<file path="src/hdl/dewd_pkg.sv">
// Shared types and constants of the detector event word deframer.
// Used by the front end, the job queue, the result back end and the top level.
`default_nettype none

package dewd_pkg;

   localparam logic [31:0] EV_HEADER   = 32'h1234_cccc;
   localparam logic [31:0] DET_HEADER  = 32'head_ebaba;
   localparam logic [31:0] CARD_HEADER = 32'hbadc_afe0;
   localparam logic [31:0] CARD_MASK   = 32'hffff_fff0;

   localparam int WORD_W      = 32;
   localparam int NUMB_W      = 4;
   localparam int BOARD_W     = 3;
   localparam int MAX_BOARDS  = 8;
   localparam int DET_W       = 4;
   localparam int CHAN_W      = 10;
   localparam int SMP_W       = 14;
   localparam int RSP_TDATA_W = 32;
   localparam int QUEUE_DEPTH = 4;
   localparam int PTR_W       = $clog2(QUEUE_DEPTH);

   typedef enum logic [1:0] {
      KIND_SAMPLE   = 2'd0,
      KIND_DONE     = 2'd1,
      KIND_TRUNC    = 2'd2,
      KIND_MISMATCH = 2'd3
   } kind_type;

   // work handed from the front end to the back end
   typedef enum logic [1:0] {
      OP_SINGLE     = 2'd0,  // one result of the given kind
      OP_SAMPLES    = 2'd1,  // payload word: two samples
      OP_TRUNC_DONE = 2'd2   // truncated, then event complete
   } op_type;

   typedef struct packed {
      op_type                op;
      kind_type              kind;
      logic                  first;  // first payload word of a board
      logic [BOARD_W-1:0]    board;
      logic [WORD_W-1:0]     word;
   } job_type;

endpackage

`default_nettype wire

</file>
<file path="src/hdl/detector_event_word_deframer_unit.sv">
// Top level of the detector event word deframer: front end, job queue,
// back end and the board count register. Depends on dewd_pkg and the dewd_* modules.
//
// Takes one 32-bit stream word per transaction on req_* and walks the event
// framing (event header, per-board detector header hunt, card header hunt,
// head skip, payload, two footers, tail skip). Each payload word gives two
// sample results, low half first; framing words give a result only on a
// header mismatch, a truncated event or a completed event. The front end
// takes one word per cycle while its four-entry job queue has room; the back
// end emits one result per cycle while rsp_tready allows, through a single
// output register, so a payload word needs two results from the back end and a
// framing word at most one. A result passes through the job queue and the output register.
// num_boards is written on csr_* and must only change while the block is idle.
`default_nettype none

module detector_event_word_deframer_unit
   import dewd_pkg::*;
#(
   parameter int CHANNELS_PER_CHIP  = 64,
   parameter int CHIPS_PER_DETECTOR = 10,
   parameter int ADC_COUNT          = 5,
   parameter int HEAD_SKIP_WORDS    = 11,
   parameter int TAIL_SKIP_WORDS    = 9
) (
   input  wire logic                    clock,
   input  wire logic                    reset,
   // input stream
   input  wire logic                    req_tvalid,
   output logic                         req_tready,
   input  wire logic [WORD_W-1:0]       req_tdata,   // [31:0] word
   // result stream
   output logic                         rsp_tvalid,
   input  wire logic                    rsp_tready,
   output logic [RSP_TDATA_W-1:0]       rsp_tdata,   // [3:0] detector, [13:4] channel,
                                                     // [27:14] sample, [31:28] zero
   output logic [1:0]                   rsp_tuser,   // [1:0] kind
   output logic                         rsp_tlast,   // last result of the word
   // board count register
   input  wire logic                    csr_valid,
   output logic                         csr_ready,
   input  wire logic [NUMB_W-1:0]       csr_data     // [3:0] num_boards
);

   localparam int PAYLOAD_WORDS = CHIPS_PER_DETECTOR * CHANNELS_PER_CHIP;

   logic [NUMB_W-1:0]  num_boards_ff;
   logic               accept;
   logic               push, full, pop, head_valid;
   job_type            push_job, head;

   // the register is always writable
   assign csr_ready = 1'b1;

   always_ff @(posedge clock) begin
      if (reset) begin
         num_boards_ff <= NUMB_W'(6);
      end else if (csr_valid && csr_ready) begin
         num_boards_ff <= csr_data;
      end
   end

   // take a word whenever the queue can hold whatever job it may post
   assign req_tready = !full;
   assign accept     = req_tvalid && req_tready;

   dewd_front #(
      .PAYLOAD_WORDS   (PAYLOAD_WORDS),
      .HEAD_SKIP_WORDS (HEAD_SKIP_WORDS),
      .TAIL_SKIP_WORDS (TAIL_SKIP_WORDS)
   ) u_front (
      .clock      (clock),
      .reset      (reset),
      .accept     (accept),
      .word       (req_tdata),
      .num_boards (num_boards_ff),
      .push       (push),
      .job        (push_job)
   );

   dewd_fifo u_fifo (
      .clock      (clock),
      .reset      (reset),
      .push       (push),
      .push_job   (push_job),
      .full       (full),
      .pop        (pop),
      .head       (head),
      .head_valid (head_valid)
   );

   dewd_back #(
      .CHANNELS_PER_CHIP (CHANNELS_PER_CHIP),
      .ADC_COUNT         (ADC_COUNT),
      .PAYLOAD_WORDS     (PAYLOAD_WORDS)
   ) u_back (
      .clock      (clock),
      .reset      (reset),
      .head       (head),
      .head_valid (head_valid),
      .pop        (pop),
      .rsp_tvalid (rsp_tvalid),
      .rsp_tready (rsp_tready),
      .rsp_tdata  (rsp_tdata),
      .rsp_tuser  (rsp_tuser),
      .rsp_tlast  (rsp_tlast)
   );

   // hold the result stream empty straight after reset
   assert property (@(posedge clock) reset |=> !rsp_tvalid)
      else $error("result valid after reset");

   // status results carry no detector, channel or sample
   assert property (@(posedge clock) disable iff (reset)
      (rsp_tvalid && rsp_tuser != KIND_SAMPLE) |-> (rsp_tdata == '0))
      else $error("status result with payload bits");

   // only samples and a truncation followed by completion leave a word open
   assert property (@(posedge clock) disable iff (reset)
      (rsp_tvalid && !rsp_tlast) |-> (rsp_tuser == KIND_SAMPLE || rsp_tuser == KIND_TRUNC))
      else $error("unexpected open result");

   // a word with a further result still pending keeps its job at the queue head
   assert property (@(posedge clock) disable iff (reset)
      (rsp_tvalid && !rsp_tlast) |-> head_valid)
      else $error("job left the queue before its last result");

endmodule

`default_nettype wire

</file>
<file path="src/hdl/dewd_front.sv">
// Front end of the deframer: walks the event framing one accepted word per
// cycle and posts jobs to the queue. Depends on dewd_pkg.
`default_nettype none

module dewd_front
   import dewd_pkg::*;
#(
   parameter int PAYLOAD_WORDS   = 640,
   parameter int HEAD_SKIP_WORDS = 11,
   parameter int TAIL_SKIP_WORDS = 9
) (
   input  wire logic                clock,
   input  wire logic                reset,
   input  wire logic                accept,
   input  wire logic [WORD_W-1:0]   word,
   input  wire logic [NUMB_W-1:0]   num_boards,
   output logic                     push,
   output job_type                  job
);

   localparam int MAX_A   = (PAYLOAD_WORDS > HEAD_SKIP_WORDS) ? PAYLOAD_WORDS : HEAD_SKIP_WORDS;
   localparam int MAX_CNT = (MAX_A > TAIL_SKIP_WORDS) ? MAX_A : TAIL_SKIP_WORDS;
   localparam int WC_W    = $clog2(MAX_CNT + 1);
   localparam int WCX_W   = WC_W + 1;

   typedef enum logic [7:0] {
      ST_EVHDR    = 8'b0000_0001,
      ST_DETHUNT  = 8'b0000_0010,
      ST_CARDHUNT = 8'b0000_0100,
      ST_HEADSKIP = 8'b0000_1000,
      ST_PAYLOAD  = 8'b0001_0000,
      ST_FOOT1    = 8'b0010_0000,
      ST_FOOT2    = 8'b0100_0000,
      ST_TAILSKIP = 8'b1000_0000
   } state_type;

   state_type           state_ff, state_in;
   logic [BOARD_W-1:0]  board_ff, board_in;
   logic [WC_W-1:0]     wc_ff, wc_in;

   logic [NUMB_W-1:0]   boards_eff;
   logic                ev_done;
   state_type           ev_next;
   logic [WCX_W-1:0]    wc_inc;
   logic [NUMB_W-1:0]   board_inc;

   always_comb begin
      boards_eff = (num_boards > NUMB_W'(MAX_BOARDS)) ? NUMB_W'(MAX_BOARDS) : num_boards;
      ev_done    = (boards_eff == '0) && (TAIL_SKIP_WORDS == 0);
      if (boards_eff != '0) begin
         ev_next = ST_DETHUNT;
      end else if (TAIL_SKIP_WORDS == 0) begin
         ev_next = ST_EVHDR;
      end else begin
         ev_next = ST_TAILSKIP;
      end
      wc_inc    = WCX_W'(wc_ff) + WCX_W'(1);
      board_inc = NUMB_W'(board_ff) + NUMB_W'(1);
   end

   always_comb begin
      state_in  = state_ff;
      board_in  = board_ff;
      wc_in     = wc_ff;
      push      = 1'b0;
      job.op    = OP_SINGLE;
      job.kind  = KIND_DONE;
      job.first = (wc_ff == '0);
      job.board = board_ff;
      job.word  = word;
      if (accept) begin
         unique case (state_ff)
            ST_EVHDR: begin
               if (word != EV_HEADER) begin
                  push     = 1'b1;
                  job.kind = KIND_MISMATCH;
               end else begin
                  board_in = '0;
                  wc_in    = '0;
                  state_in = ev_next;
                  push     = ev_done;
               end
            end
            ST_DETHUNT: begin
               if (word == DET_HEADER) begin
                  state_in = ST_CARDHUNT;
               end
            end
            ST_CARDHUNT: begin
               if ((word & CARD_MASK) == CARD_HEADER) begin
                  wc_in    = '0;
                  state_in = (HEAD_SKIP_WORDS == 0) ? ST_PAYLOAD : ST_HEADSKIP;
               end else if (word == EV_HEADER) begin
                  board_in = '0;
                  wc_in    = '0;
                  state_in = ev_next;
                  push     = 1'b1;
                  job.op   = ev_done ? OP_TRUNC_DONE : OP_SINGLE;
                  job.kind = KIND_TRUNC;
               end
            end
            ST_HEADSKIP: begin
               if (wc_inc >= WCX_W'(HEAD_SKIP_WORDS)) begin
                  wc_in    = '0;
                  state_in = ST_PAYLOAD;
               end else begin
                  wc_in = wc_inc[WC_W-1:0];
               end
            end
            ST_PAYLOAD: begin
               push   = 1'b1;
               job.op = OP_SAMPLES;
               if (wc_inc >= WCX_W'(PAYLOAD_WORDS)) begin
                  wc_in    = '0;
                  state_in = ST_FOOT1;
               end else begin
                  wc_in = wc_inc[WC_W-1:0];
               end
            end
            ST_FOOT1, ST_FOOT2: begin
               if (word == EV_HEADER) begin
                  board_in = '0;
                  wc_in    = '0;
                  state_in = ev_next;
                  push     = 1'b1;
                  job.op   = ev_done ? OP_TRUNC_DONE : OP_SINGLE;
                  job.kind = KIND_TRUNC;
               end else if (state_ff == ST_FOOT1) begin
                  state_in = ST_FOOT2;
               end else if (board_inc < boards_eff) begin
                  board_in = board_inc[BOARD_W-1:0];
                  state_in = ST_DETHUNT;
               end else begin
                  wc_in = '0;
                  if (TAIL_SKIP_WORDS == 0) begin
                     state_in = ST_EVHDR;
                     push     = 1'b1;
                  end else begin
                     state_in = ST_TAILSKIP;
                  end
               end
            end
            ST_TAILSKIP: begin
               if (wc_inc >= WCX_W'(TAIL_SKIP_WORDS)) begin
                  wc_in    = '0;
                  state_in = ST_EVHDR;
                  push     = 1'b1;
               end else begin
                  wc_in = wc_inc[WC_W-1:0];
               end
            end
            default: begin
               state_in = ST_EVHDR;
            end
         endcase
      end
   end

   always_ff @(posedge clock) begin
      if (reset) begin
         state_ff <= ST_EVHDR;
         board_ff <= '0;
         wc_ff    <= '0;
      end else begin
         state_ff <= state_in;
         board_ff <= board_in;
         wc_ff    <= wc_in;
      end
   end

endmodule

`default_nettype wire

</file>
<file path="src/hdl/dewd_fifo.sv">
// Short show-ahead job queue between the deframer front and back ends.
// Depends on dewd_pkg for the job type and the queue depth.
`default_nettype none

module dewd_fifo
   import dewd_pkg::*;
(
   input  wire logic     clock,
   input  wire logic     reset,
   input  wire logic     push,
   input  wire job_type  push_job,
   output logic          full,
   input  wire logic     pop,
   output job_type       head,
   output logic          head_valid
);

   job_type             slot_ff [QUEUE_DEPTH];
   logic [PTR_W-1:0]    wr_ff, wr_in;
   logic [PTR_W-1:0]    rd_ff, rd_in;
   logic [PTR_W:0]      cnt_ff, cnt_in;

   assign full       = (cnt_ff == (PTR_W+1)'(QUEUE_DEPTH));
   assign head_valid = (cnt_ff != '0);
   assign head       = slot_ff[rd_ff];

   always_comb begin
      wr_in  = push ? wr_ff + PTR_W'(1) : wr_ff;
      rd_in  = pop ? rd_ff + PTR_W'(1) : rd_ff;
      cnt_in = cnt_ff + (PTR_W+1)'(push) - (PTR_W+1)'(pop);
   end

   always_ff @(posedge clock) begin
      if (push) begin
         slot_ff[wr_ff] <= push_job;
      end
   end

   always_ff @(posedge clock) begin
      if (reset) begin
         wr_ff  <= '0;
         rd_ff  <= '0;
         cnt_ff <= '0;
      end else begin
         wr_ff  <= wr_in;
         rd_ff  <= rd_in;
         cnt_ff <= cnt_in;
      end
   end

endmodule

`default_nettype wire

</file>
<file path="src/hdl/dewd_back.sv">
// Back end of the deframer: turns queued jobs into results, one per cycle while
// rsp_tready allows, through a registered output stage. Depends on dewd_pkg.
`default_nettype none

module dewd_back
   import dewd_pkg::*;
#(
   parameter int CHANNELS_PER_CHIP = 64,
   parameter int ADC_COUNT         = 5,
   parameter int PAYLOAD_WORDS     = 640
) (
   input  wire logic                     clock,
   input  wire logic                     reset,
   input  wire job_type                  head,
   input  wire logic                     head_valid,
   output logic                          pop,
   output logic                          rsp_tvalid,
   input  wire logic                     rsp_tready,
   output logic [RSP_TDATA_W-1:0]        rsp_tdata,
   output logic [1:0]                    rsp_tuser,
   output logic                          rsp_tlast
);

   localparam int S_W     = $clog2(2*PAYLOAD_WORDS + 1);
   localparam int R_W     = $clog2(2*ADC_COUNT + 1);
   localparam int CHX_RAW = $clog2(2*CHANNELS_PER_CHIP*ADC_COUNT + 2*PAYLOAD_WORDS + 1) + 1;
   localparam int CHX_W   = (CHX_RAW > CHAN_W) ? CHX_RAW : CHAN_W;
   localparam int PAD_W   = RSP_TDATA_W - SMP_W - CHAN_W - DET_W;

   // s = half index xor 1 kept as quotient and remainder by ADC_COUNT
   logic [R_W-1:0]     r_ff, r_in;
   logic [S_W-1:0]     q_ff, q_in;
   logic               half_ff, half_in;

   logic               valid_ff, valid_in;
   kind_type           kind_ff, kind_in;
   logic [DET_W-1:0]   det_ff, det_in;
   logic [CHAN_W-1:0]  chan_ff, chan_in;
   logic [SMP_W-1:0]   smp_ff, smp_in;
   logic               last_ff, last_in;

   logic [R_W-1:0]     eff_r, r1, rp2, sel_r;
   logic [S_W-1:0]     eff_q, q1, sel_q;
   logic [CHX_W-1:0]   chan_x;
   logic               load, done;

   always_comb begin
      eff_r = head.first ? '0 : r_ff;
      eff_q = head.first ? '0 : q_ff;
      // s of the low half is one above the pair base
      if (eff_r + R_W'(1) == R_W'(ADC_COUNT)) begin
         r1 = '0;
         q1 = eff_q + S_W'(1);
      end else begin
         r1 = eff_r + R_W'(1);
         q1 = eff_q;
      end
      // advance the pair base by two halves
      rp2 = eff_r + R_W'(2);
      if (rp2 >= R_W'(2*ADC_COUNT)) begin
         r_in = rp2 - R_W'(2*ADC_COUNT);
         q_in = eff_q + S_W'(2);
      end else if (rp2 >= R_W'(ADC_COUNT)) begin
         r_in = rp2 - R_W'(ADC_COUNT);
         q_in = eff_q + S_W'(1);
      end else begin
         r_in = rp2;
         q_in = eff_q;
      end
      sel_r  = half_ff ? eff_r : r1;
      sel_q  = half_ff ? eff_q : q1;
      chan_x = CHX_W'(sel_q >> 1) + CHX_W'(2*CHANNELS_PER_CHIP) * CHX_W'(sel_r);
   end

   always_comb begin
      load    = head_valid && (!valid_ff || rsp_tready);
      kind_in = KIND_SAMPLE;
      det_in  = '0;
      chan_in = '0;
      smp_in  = '0;
      last_in = 1'b1;
      done    = 1'b1;
      unique case (head.op)
         OP_SAMPLES: begin
            det_in  = {head.board, sel_q[0]};
            chan_in = chan_x[CHAN_W-1:0];
            smp_in  = half_ff ? head.word[31:18] : head.word[15:2];
            last_in = half_ff;
            done    = half_ff;
         end
         OP_TRUNC_DONE: begin
            kind_in = half_ff ? KIND_DONE : KIND_TRUNC;
            last_in = half_ff;
            done    = half_ff;
         end
         OP_SINGLE: begin
            kind_in = head.kind;
         end
         default: begin
            kind_in = KIND_MISMATCH;
         end
      endcase
      pop      = load && done;
      half_in  = load ? !done : half_ff;
      valid_in = load ? 1'b1 : (valid_ff && !rsp_tready);
   end

   always_ff @(posedge clock) begin
      if (reset) begin
         valid_ff <= 1'b0;
         half_ff  <= 1'b0;
         r_ff     <= '0;
         q_ff     <= '0;
      end else begin
         valid_ff <= valid_in;
         half_ff  <= half_in;
         if (pop && head.op == OP_SAMPLES) begin
            r_ff <= r_in;
            q_ff <= q_in;
         end
      end
   end

   always_ff @(posedge clock) begin
      if (load) begin
         kind_ff <= kind_in;
         det_ff  <= det_in;
         chan_ff <= chan_in;
         smp_ff  <= smp_in;
         last_ff <= last_in;
      end
   end

   assign rsp_tvalid = valid_ff;
   assign rsp_tdata  = {{PAD_W{1'b0}}, smp_ff, chan_ff, det_ff};
   assign rsp_tuser  = kind_ff;
   assign rsp_tlast  = last_ff;

endmodule

`default_nettype wire
</file>
<file path="config.mk">
export PLATFORM = sky130hd
export DESIGN_NAME = detector_event_word_deframer_unit
export DESIGN_NICKNAME = d
export VERILOG_FILES = /design/src/hdl/dewd_pkg.sv /design/src/hdl/detector_event_word_deframer_unit.sv /design/src/hdl/dewd_front.sv /design/src/hdl/dewd_fifo.sv /design/src/hdl/dewd_back.sv
export SDC_FILE = /design/constraint.sdc
export NUM_CORES = 1
export LEC_CHECK = 0
export ABC_AREA = 1
export BUFFER_PORTS_ARGS = -buffer_cell sky130_fd_sc_hd__buf_2
export CORE_MARGIN = 1.5
export CORE_UTILIZATION = 65
export CTS_BUF_LIST = sky130_fd_sc_hd__clkbuf_8 sky130_fd_sc_hd__clkbuf_16
export DETAILED_ROUTE_END_ITERATION = 6
export GPL_ROUTABILITY_DRIVEN = 1
export PLACE_DENSITY_LB_ADDON = 0.1
export REMOVE_ABC_BUFFERS = 1
export SLEW_MARGIN = 20
export SYNTH_ARGS = -nofsm -noshare
export SYNTH_HDL_FRONTEND = slang
export SYNTH_SLANG_ARGS = --single-unit
</file>
<file path="constraint.sdc">
create_clock -name clock -period 11.4 [get_ports clock]
set_input_delay 1.71 -clock clock [delete_from_list [all_inputs] [get_ports clock]]
set_output_delay 1.71 -clock clock [all_outputs]
set_load 0.02 [all_outputs]
</file>
==> run summary, run 1 <==
status = finished clean
Highest Clock Rate = 0.2060 GHz
top-count cell post-synth = nand2_1
Initial DRC Count = 907
Core Util, Final = 74.42%
Final Max Tran Viols = 0
Critical Path Start Type = register
most used cell, CP = nand2_1
Skew-Pair Late Insertion Delay = 510 ps
Yosys top cell area share = 46.60%
Register-to-Register Path Depth = 23
CTS tree = yes
leakage power = 4.934 nW
prevailing post-synth register cell = edfxtp_1
MaxCap Viol Count = 0
GP Congestion = 0.9201
critical path class = register to register
first-pass GRT wire length = 40.89 mm
Synth Warn # = 0
Final Cycle Share = 42.59%
Max transition margin = 29.88%
critical-path maximum fanout = 71
Peak VDD IR = 0.1754 mV
clock buffer depth = 3
vias in the first global route = 8221
critical path data arrival time = 5120 ps
Cells after Synth = 1216
Setup WS pre-CTS = 6632 ps
CTS Buf Count = 24
Fillers = 1206
unrepaired setup endpoints after global routing = no
Synth top cells by count = nand2_1 (210), nor2_1 (205), edfxtp_1 (171), o21ai_0 (115), inv_1 (112)
post-CTS resize count = 0
Setup TNS Final = 0 ps
clk root buf = clkbuf_16
Area contributors post-synth = edfxtp_1 (47%), dfxtp_1 (9.3%), nand2_1 (7.2%)
nature of the critical path endpoint = register
Slew @ Worst Pin = 1045 ps
routed wire length = 25.54 mm
total track usage = 28.95%
Async SR Flop Fraction = 0%
Area growth syn-to-layout = 12.01%
layout cells sized above 1 = 14.18%
post-synth top area cell = edfxtp_1
hold buffers post-CTS = 0
reg2reg end = u_back.chan_ff[9]$_SDFFCE_PN0P_
Nets = 1346
Vias = 8787
crit-path cells = buf_4, inv_4, nand2_1, nand3_2, nand2_2, nand2_1, inv_1, ha_1, inv_1, o211ai_2, nand3_2, nor2_4, nor2_1, a31oi_1, ha_1, inv_1, fa_1, inv_1, nand2_1, nand2_1, nand2_1, nand2_1, nor2_1
antenna-violating nets left = 0
final worst slack = 6545 ps
pwr dens = 225.9 mW/mm^2
Std-Cell Rows = 47
mean area per synthesized cell = 9.061 um^2
Hold Crit Endpoint = u_back.q_ff[9]$_SDFFE_PP0P_
Final HPWL DP = 15.76 mm
Slowest-stage cell, CP = buf_4
# DRC = 0
footprint of the multi-input gates = 0.004194 mm^2
register bit total from synthesis = 222
Sink Count = 222
Pwr Total = 2.788 mW
Starting Density = 66.44%
Core Footprint = 0.01658 mm^2
fin crit period = 4855 ps
clock transition at the registers of the reported paths = 60 ps
total grt overflow = 0
PortBufs = 73
antenna violations before repair = 1
Hold Path Class = register to register
Final setup viols = 0
hold path start = u_back.q_ff[9]$_SDFFE_PP0P_
routed len/inst = 16.81 um
Hold Path Stages = 2
Crit path required time = 11660 ps
largest net degree at the start of global routing = 72
clk_skew = 12.20 ps
biggest cell delay along the critical path = 590 ps
IO Count = 79
Horiz. Die Dim = 133.2 um
H-tree depth = 1
cell area after synthesis = 0.01102 mm^2
internal reg-to-reg setup slack = 6550 ps
count of cell types in the netlist = 54
DIE AREA = 0.01774 mm^2
vias per cell = 5.785
Chip Height = 133.2 um
EDFF count, synth = 171
endpoints failing hold = 0
Reg area = 0.006157 mm^2
post-CTS setup buffers = 0
DRT Pass-1 Iters = 6
sequential area share after synthesis = 55.87%
## area by class of cell
class                      instances  area share [%]
timing repair buffer              82           3.832
inverter                         123           3.781
antenna                            1         0.02028
tap                              220           2.230
multi-input combinational        827           33.98
clock inverter                    15          0.7502
sequential                       222           49.89
clock buffer                      29           5.515
## cells in the final DEF (no fill, tap or decap), drive strengths merged, types with 2 or more instances in the layout
master | Yosys | final
a31oi | 18 | 18
clkbuf | 26 | 29
o22ai | 19 | 19
inv | 122 | 127
a211oi | 2 | 2
o211ai | 5 | 5
buf | 21 | 82
nor3 | 19 | 19
or2 | 2 | 2
nand2 | 224 | 224
a21oi | 55 | 55
nand3 | 75 | 75
nor4 | 5 | 5
xnor2 | 2 | 2
conb | 2 | 5
nor3b | 2 | 2
o21ai | 122 | 122
nand4 | 11 | 11
xor2 | 5 | 5
edfxtp | 171 | 171
ha | 23 | 23
fa | 2 | 2
nand3b | 2 | 2
dfxtp | 51 | 51
o21bai | 2 | 2
nor2 | 219 | 219
clkinv | 1 | 9
## critical path, delay by kind of cell (launching register included)
kind	cells	cell delay (ps)
AO/OA/AOI/OAI	2	330
AND/OR/NAND/NOR	12	1680
buffers and inverters	6	1470
adder cells (fa/ha/maj)	3	780
flip-flops	1	310
## worst max-delay path by stage
| stage | from | endpoint | slack (ps) | depth (start not counted) |
|---|---|---|---|---|
| 6_report | register | u_back.chan_ff[9]$_SDFFCE_PN0P_ | 6550 | 23 |
| 5_1_grt | register | u_back.chan_ff[9]$_SDFFCE_PN0P_ | 6100 | 23 |
| 4_1_cts | register | u_back.chan_ff[9]$_SDFFCE_PN0P_ | 6620 | 23 |
| 3_3_place_gp | req_tdata[27] | u_fifo.slot_ff[0][25]$_DFFE_PP_ | 6830 | 11 |
| 2_1_floorplan | register | u_back.chan_ff[9]$_SDFFCE_PN0P_ | 6610 | 22 |
| 3_5_place_dp | register | u_back.chan_ff[9]$_SDFFCE_PN0P_ | 6630 | 23 |
## registers in the layout (all words and copies together), names as in the netlist, named ones only
name,cells
u_fifo.slot_ff,140
u_back.smp_ff,14
u_back.q_ff,11
u_back.chan_ff,10
u_front.wc_ff,10
u_front.state_ff,8
num_boards_ff,4
u_back.det_ff,4
u_back.r_ff,4
u_fifo.cnt_ff,3
u_front.board_ff,3
u_back.rsp_tuser,2
u_fifo.rd_ff,2
u_fifo.wr_ff,2
u_back.half_ff,1
u_back.rsp_tlast,1
u_back.rsp_tvalid,1
## through the flow
stage	std cells	hold slack, ps	area, um^2
floorplan	1172	439.3	10780
finish	1519	471.5	12340
global placement	1472	455.1	11510
CTS	1516	474.1	12280
global route	1519	500.1	12340
detailed placement	1472	458.8	11510
## metal layers
layer	global-route usage, %	part of all wire (%)	up-vias
li1	-	-	4243
met1	39.80	42	4102
met2	48.58	48	397
met3	3.805	8.0	45
met4	8.877	1.9	0
met5	0	0	-
## report_power, final
group          internal (mW)  switching [mW]  total, mW
sequential              1.07          0.0603       1.13
clock                  0.444           0.305      0.749
combinational          0.260           0.646      0.907
total                   1.78            1.01       2.79
## logic make-up after synthesis
kind of cell	count (synthesis)	share of synthesized area [%]
flops	222	55.87
simple gates	561	22.55
other cells	2	0.06816
buf+inv	170	6.507
xor+xnor	7	0.5564
fa+ha+maj	25	2.975
compound gates	229	11.47
No activity file was read; power rests on OpenSTA's default activity.
==> inputs of run 2 (changes only) <==
Settings changed: CORE_UTILIZATION 65 to 55.
Clock period 11.4 ns to 4.38 ns, I/O delays scaled along.
==> run 2 against run 1 <==
Compared with the run above:
- register-to-register slack got worse by 5700 ps
- sequential share of layout area fell by 0.50 points
- power rose to 2.7 times the previous value
- hold slack got worse by 130 ps
- maximum frequency rose by 39%
- utilization fell by 11 points
- critical endpoint unchanged
==> run summary, run 2 (same netlist as run 1, synthesis figures left out) <==
Setup WS pre-CTS = 807.1 ps
Flop pwr share = 39.8%
IO Count = 79
Int Pwr = 4.769 mW
Top Registers = u_fifo.slot_ff: 140 flops, u_back.smp_ff: 14 flops, u_back.q_ff: 11 flops
critical path class = register to register
commonest non-fill, non-tap cell in the layout = nand2_1
Slew @ Worst Pin = 1132 ps
vias per cell = 5.479
Placed Area = 0.01163 mm^2
Initial DRC Count = 638
Comb pwr share = 31.4%
routed wire length = 25.58 mm
flip-flop count of the largest register after layout = 140
Final Max Tran Viols = 0
Critical Path Start Type = register
Clk pwr share = 28.8%
post-CTS setup buffers = 0
clock transition at the registers of the reported paths = 60 ps
Fillers = 1642
Highest Clock Rate = 0.2865 GHz
Pwr Total = 7.403 mW
Chip Height = 144.5 um
Max transition margin = 23.83%
fin crit period = 3490 ps
NetSw = 2.634 mW
Sink Count = 222
antenna-violating nets left = 0
endpoints failing hold = 0
GP Congestion = 0.9091
antenna violations before repair = 0
# DRC = 0
Final Cycle Share = 79.68%
CTS Buf Count = 24
final worst slack = 889.9 ps
hold buffers post-CTS = 0
most used cell, CP = nand2_1
clock buffer depth = 3
pwr dens = 593.8 mW/mm^2
most frequent cells in the layout = nand2_1 (210), nor2_1 (200), edfxtp_1 (171)
Skew-Pair Late Insertion Delay = 520 ps
Peak VDD IR = 0.3554 mV
DRT Pass-1 Iters = 5
clk root buf = clkbuf_16
total grt overflow = 0
Reg area = 0.006157 mm^2
DIE AREA = 0.02089 mm^2
non-filler cells, final = 1567
Most flops, register = u_fifo.slot_ff
Horiz. Die Dim = 144.5 um
biggest cell delay along the critical path = 370 ps
largest net degree at the start of global routing = 69
Crit path required time = 4660 ps
critical path data arrival time = 3770 ps
Slowest-stage cell, CP = fa_1
clk_skew = 6.506 ps
Final HPWL DP = 16.25 mm
footprint of the multi-input gates = 0.004194 mm^2
Setup TNS Final = 0 ps
total track usage = 25.08%
dpl cells = 1524
Final setup viols = 0
layout cells sized above 1 = 14.44%
post-CTS resize count = 0
routed len/inst = 16.32 um
vias in the first global route = 7884
Nets = 1351
first-pass GRT wire length = 40.38 mm
critical-path maximum fanout = 29
CTS tree = yes
Std-Cell Rows = 51
Vias = 8585
Hold Path Class = primary input to register
Core Footprint = 0.01953 mm^2
n_diodes = 0
PortBufs = 73
Starting Density = 56.43%
Design Area, Final = 0.01247 mm^2
crit-path cells = buf_4, nand2_1, nand3_2, nand2_2, nand2_1, inv_1, ha_1, inv_1, o211ai_2, nand3_2, nor2_4, nor2_1, a31oi_1, ha_1, inv_1, fa_1, inv_1, nand2_1, nand2_1, nand2_1, nand2_1, nor2_1
MaxCap Viol Count = 0
Area growth syn-to-layout = 13.15%
leakage power = 4.971 nW
unrepaired setup endpoints after global routing = no
status = finished clean
nature of the critical path endpoint = register
Sw Ratio = 35.58%
H-tree depth = 1
run 2: power groups by stage:
stage / registers, mW / clock network [mW] / logic, mW
2_1_floorplan: 3.22 / 0 / 1.29
3_3_place_gp: 2.98 / 0 / 2.30
3_5_place_dp: 2.99 / 0 / 2.33
4_1_cts: 2.95 / 2.16 / 2.34
5_1_grt: 3.00 / 2.24 / 2.61
6_report: 2.95 / 2.13 / 2.32
run 2: layer usage:
layer / GRT usage (%) / vias to the layer above / wire length (um) / share of wire (%)
met5: 0 / - / 0 / 0
met4: 6.645 / 0 / 523 / 2.0
met3: 2.781 / 40 / 1413 / 5.5
met2: 42.08 / 268 / 12160 / 48
met1: 34.83 / 4028 / 11480 / 45
li1: - / 4249 / - / -
run 2: stage by stage:
stage	hold WS, ps	util (%)
2_1_floorplan	439.3	-
3_3_place_gp	454.1	59.57
5_1_grt	346.4	63.85
3_5_place_dp	461.1	59.57
4_1_cts	331.5	63.85
6_report	344.7	63.85
run 2: layout make-up:
| cell class | instances | area share [%] |
|---|---|---|
| clock buffers | 25 | 5.018 |
| clock inverters | 18 | 1.676 |
| inverters | 123 | 3.743 |
| multi-input cells | 827 | 33.64 |
| flip-flops and latches | 222 | 49.39 |
| well taps | 265 | 2.660 |
| repair buffers | 87 | 3.874 |
run 2: worst max-delay path: cells and delay by family, from the launching register on:
kind	cells	cell delay [ps]
AND/OR/NAND/NOR	12	1160
adder cells (fa/ha/maj)	3	780
buffers and inverters	5	670
flip-flops	1	340
AO/OA/AOI/OAI	2	300
run 2: path summary, 6_finish.rpt:
kind	from	endpoint	slack (ps)	cells after the start
max	register	u_back.chan_ff[9]$_SDFFCE_PN0P_	890	22
min	csr_data[1]	num_boards_ff[1]$_SDFFE_PP1P_	340	3
max reg2reg	register	u_back.chan_ff[9]$_SDFFCE_PN0P_	890	22
min reg2reg	u_back.q_ff[9]$_SDFFE_PP0P_	u_back.q_ff[9]$_SDFFE_PP0P_	470	2
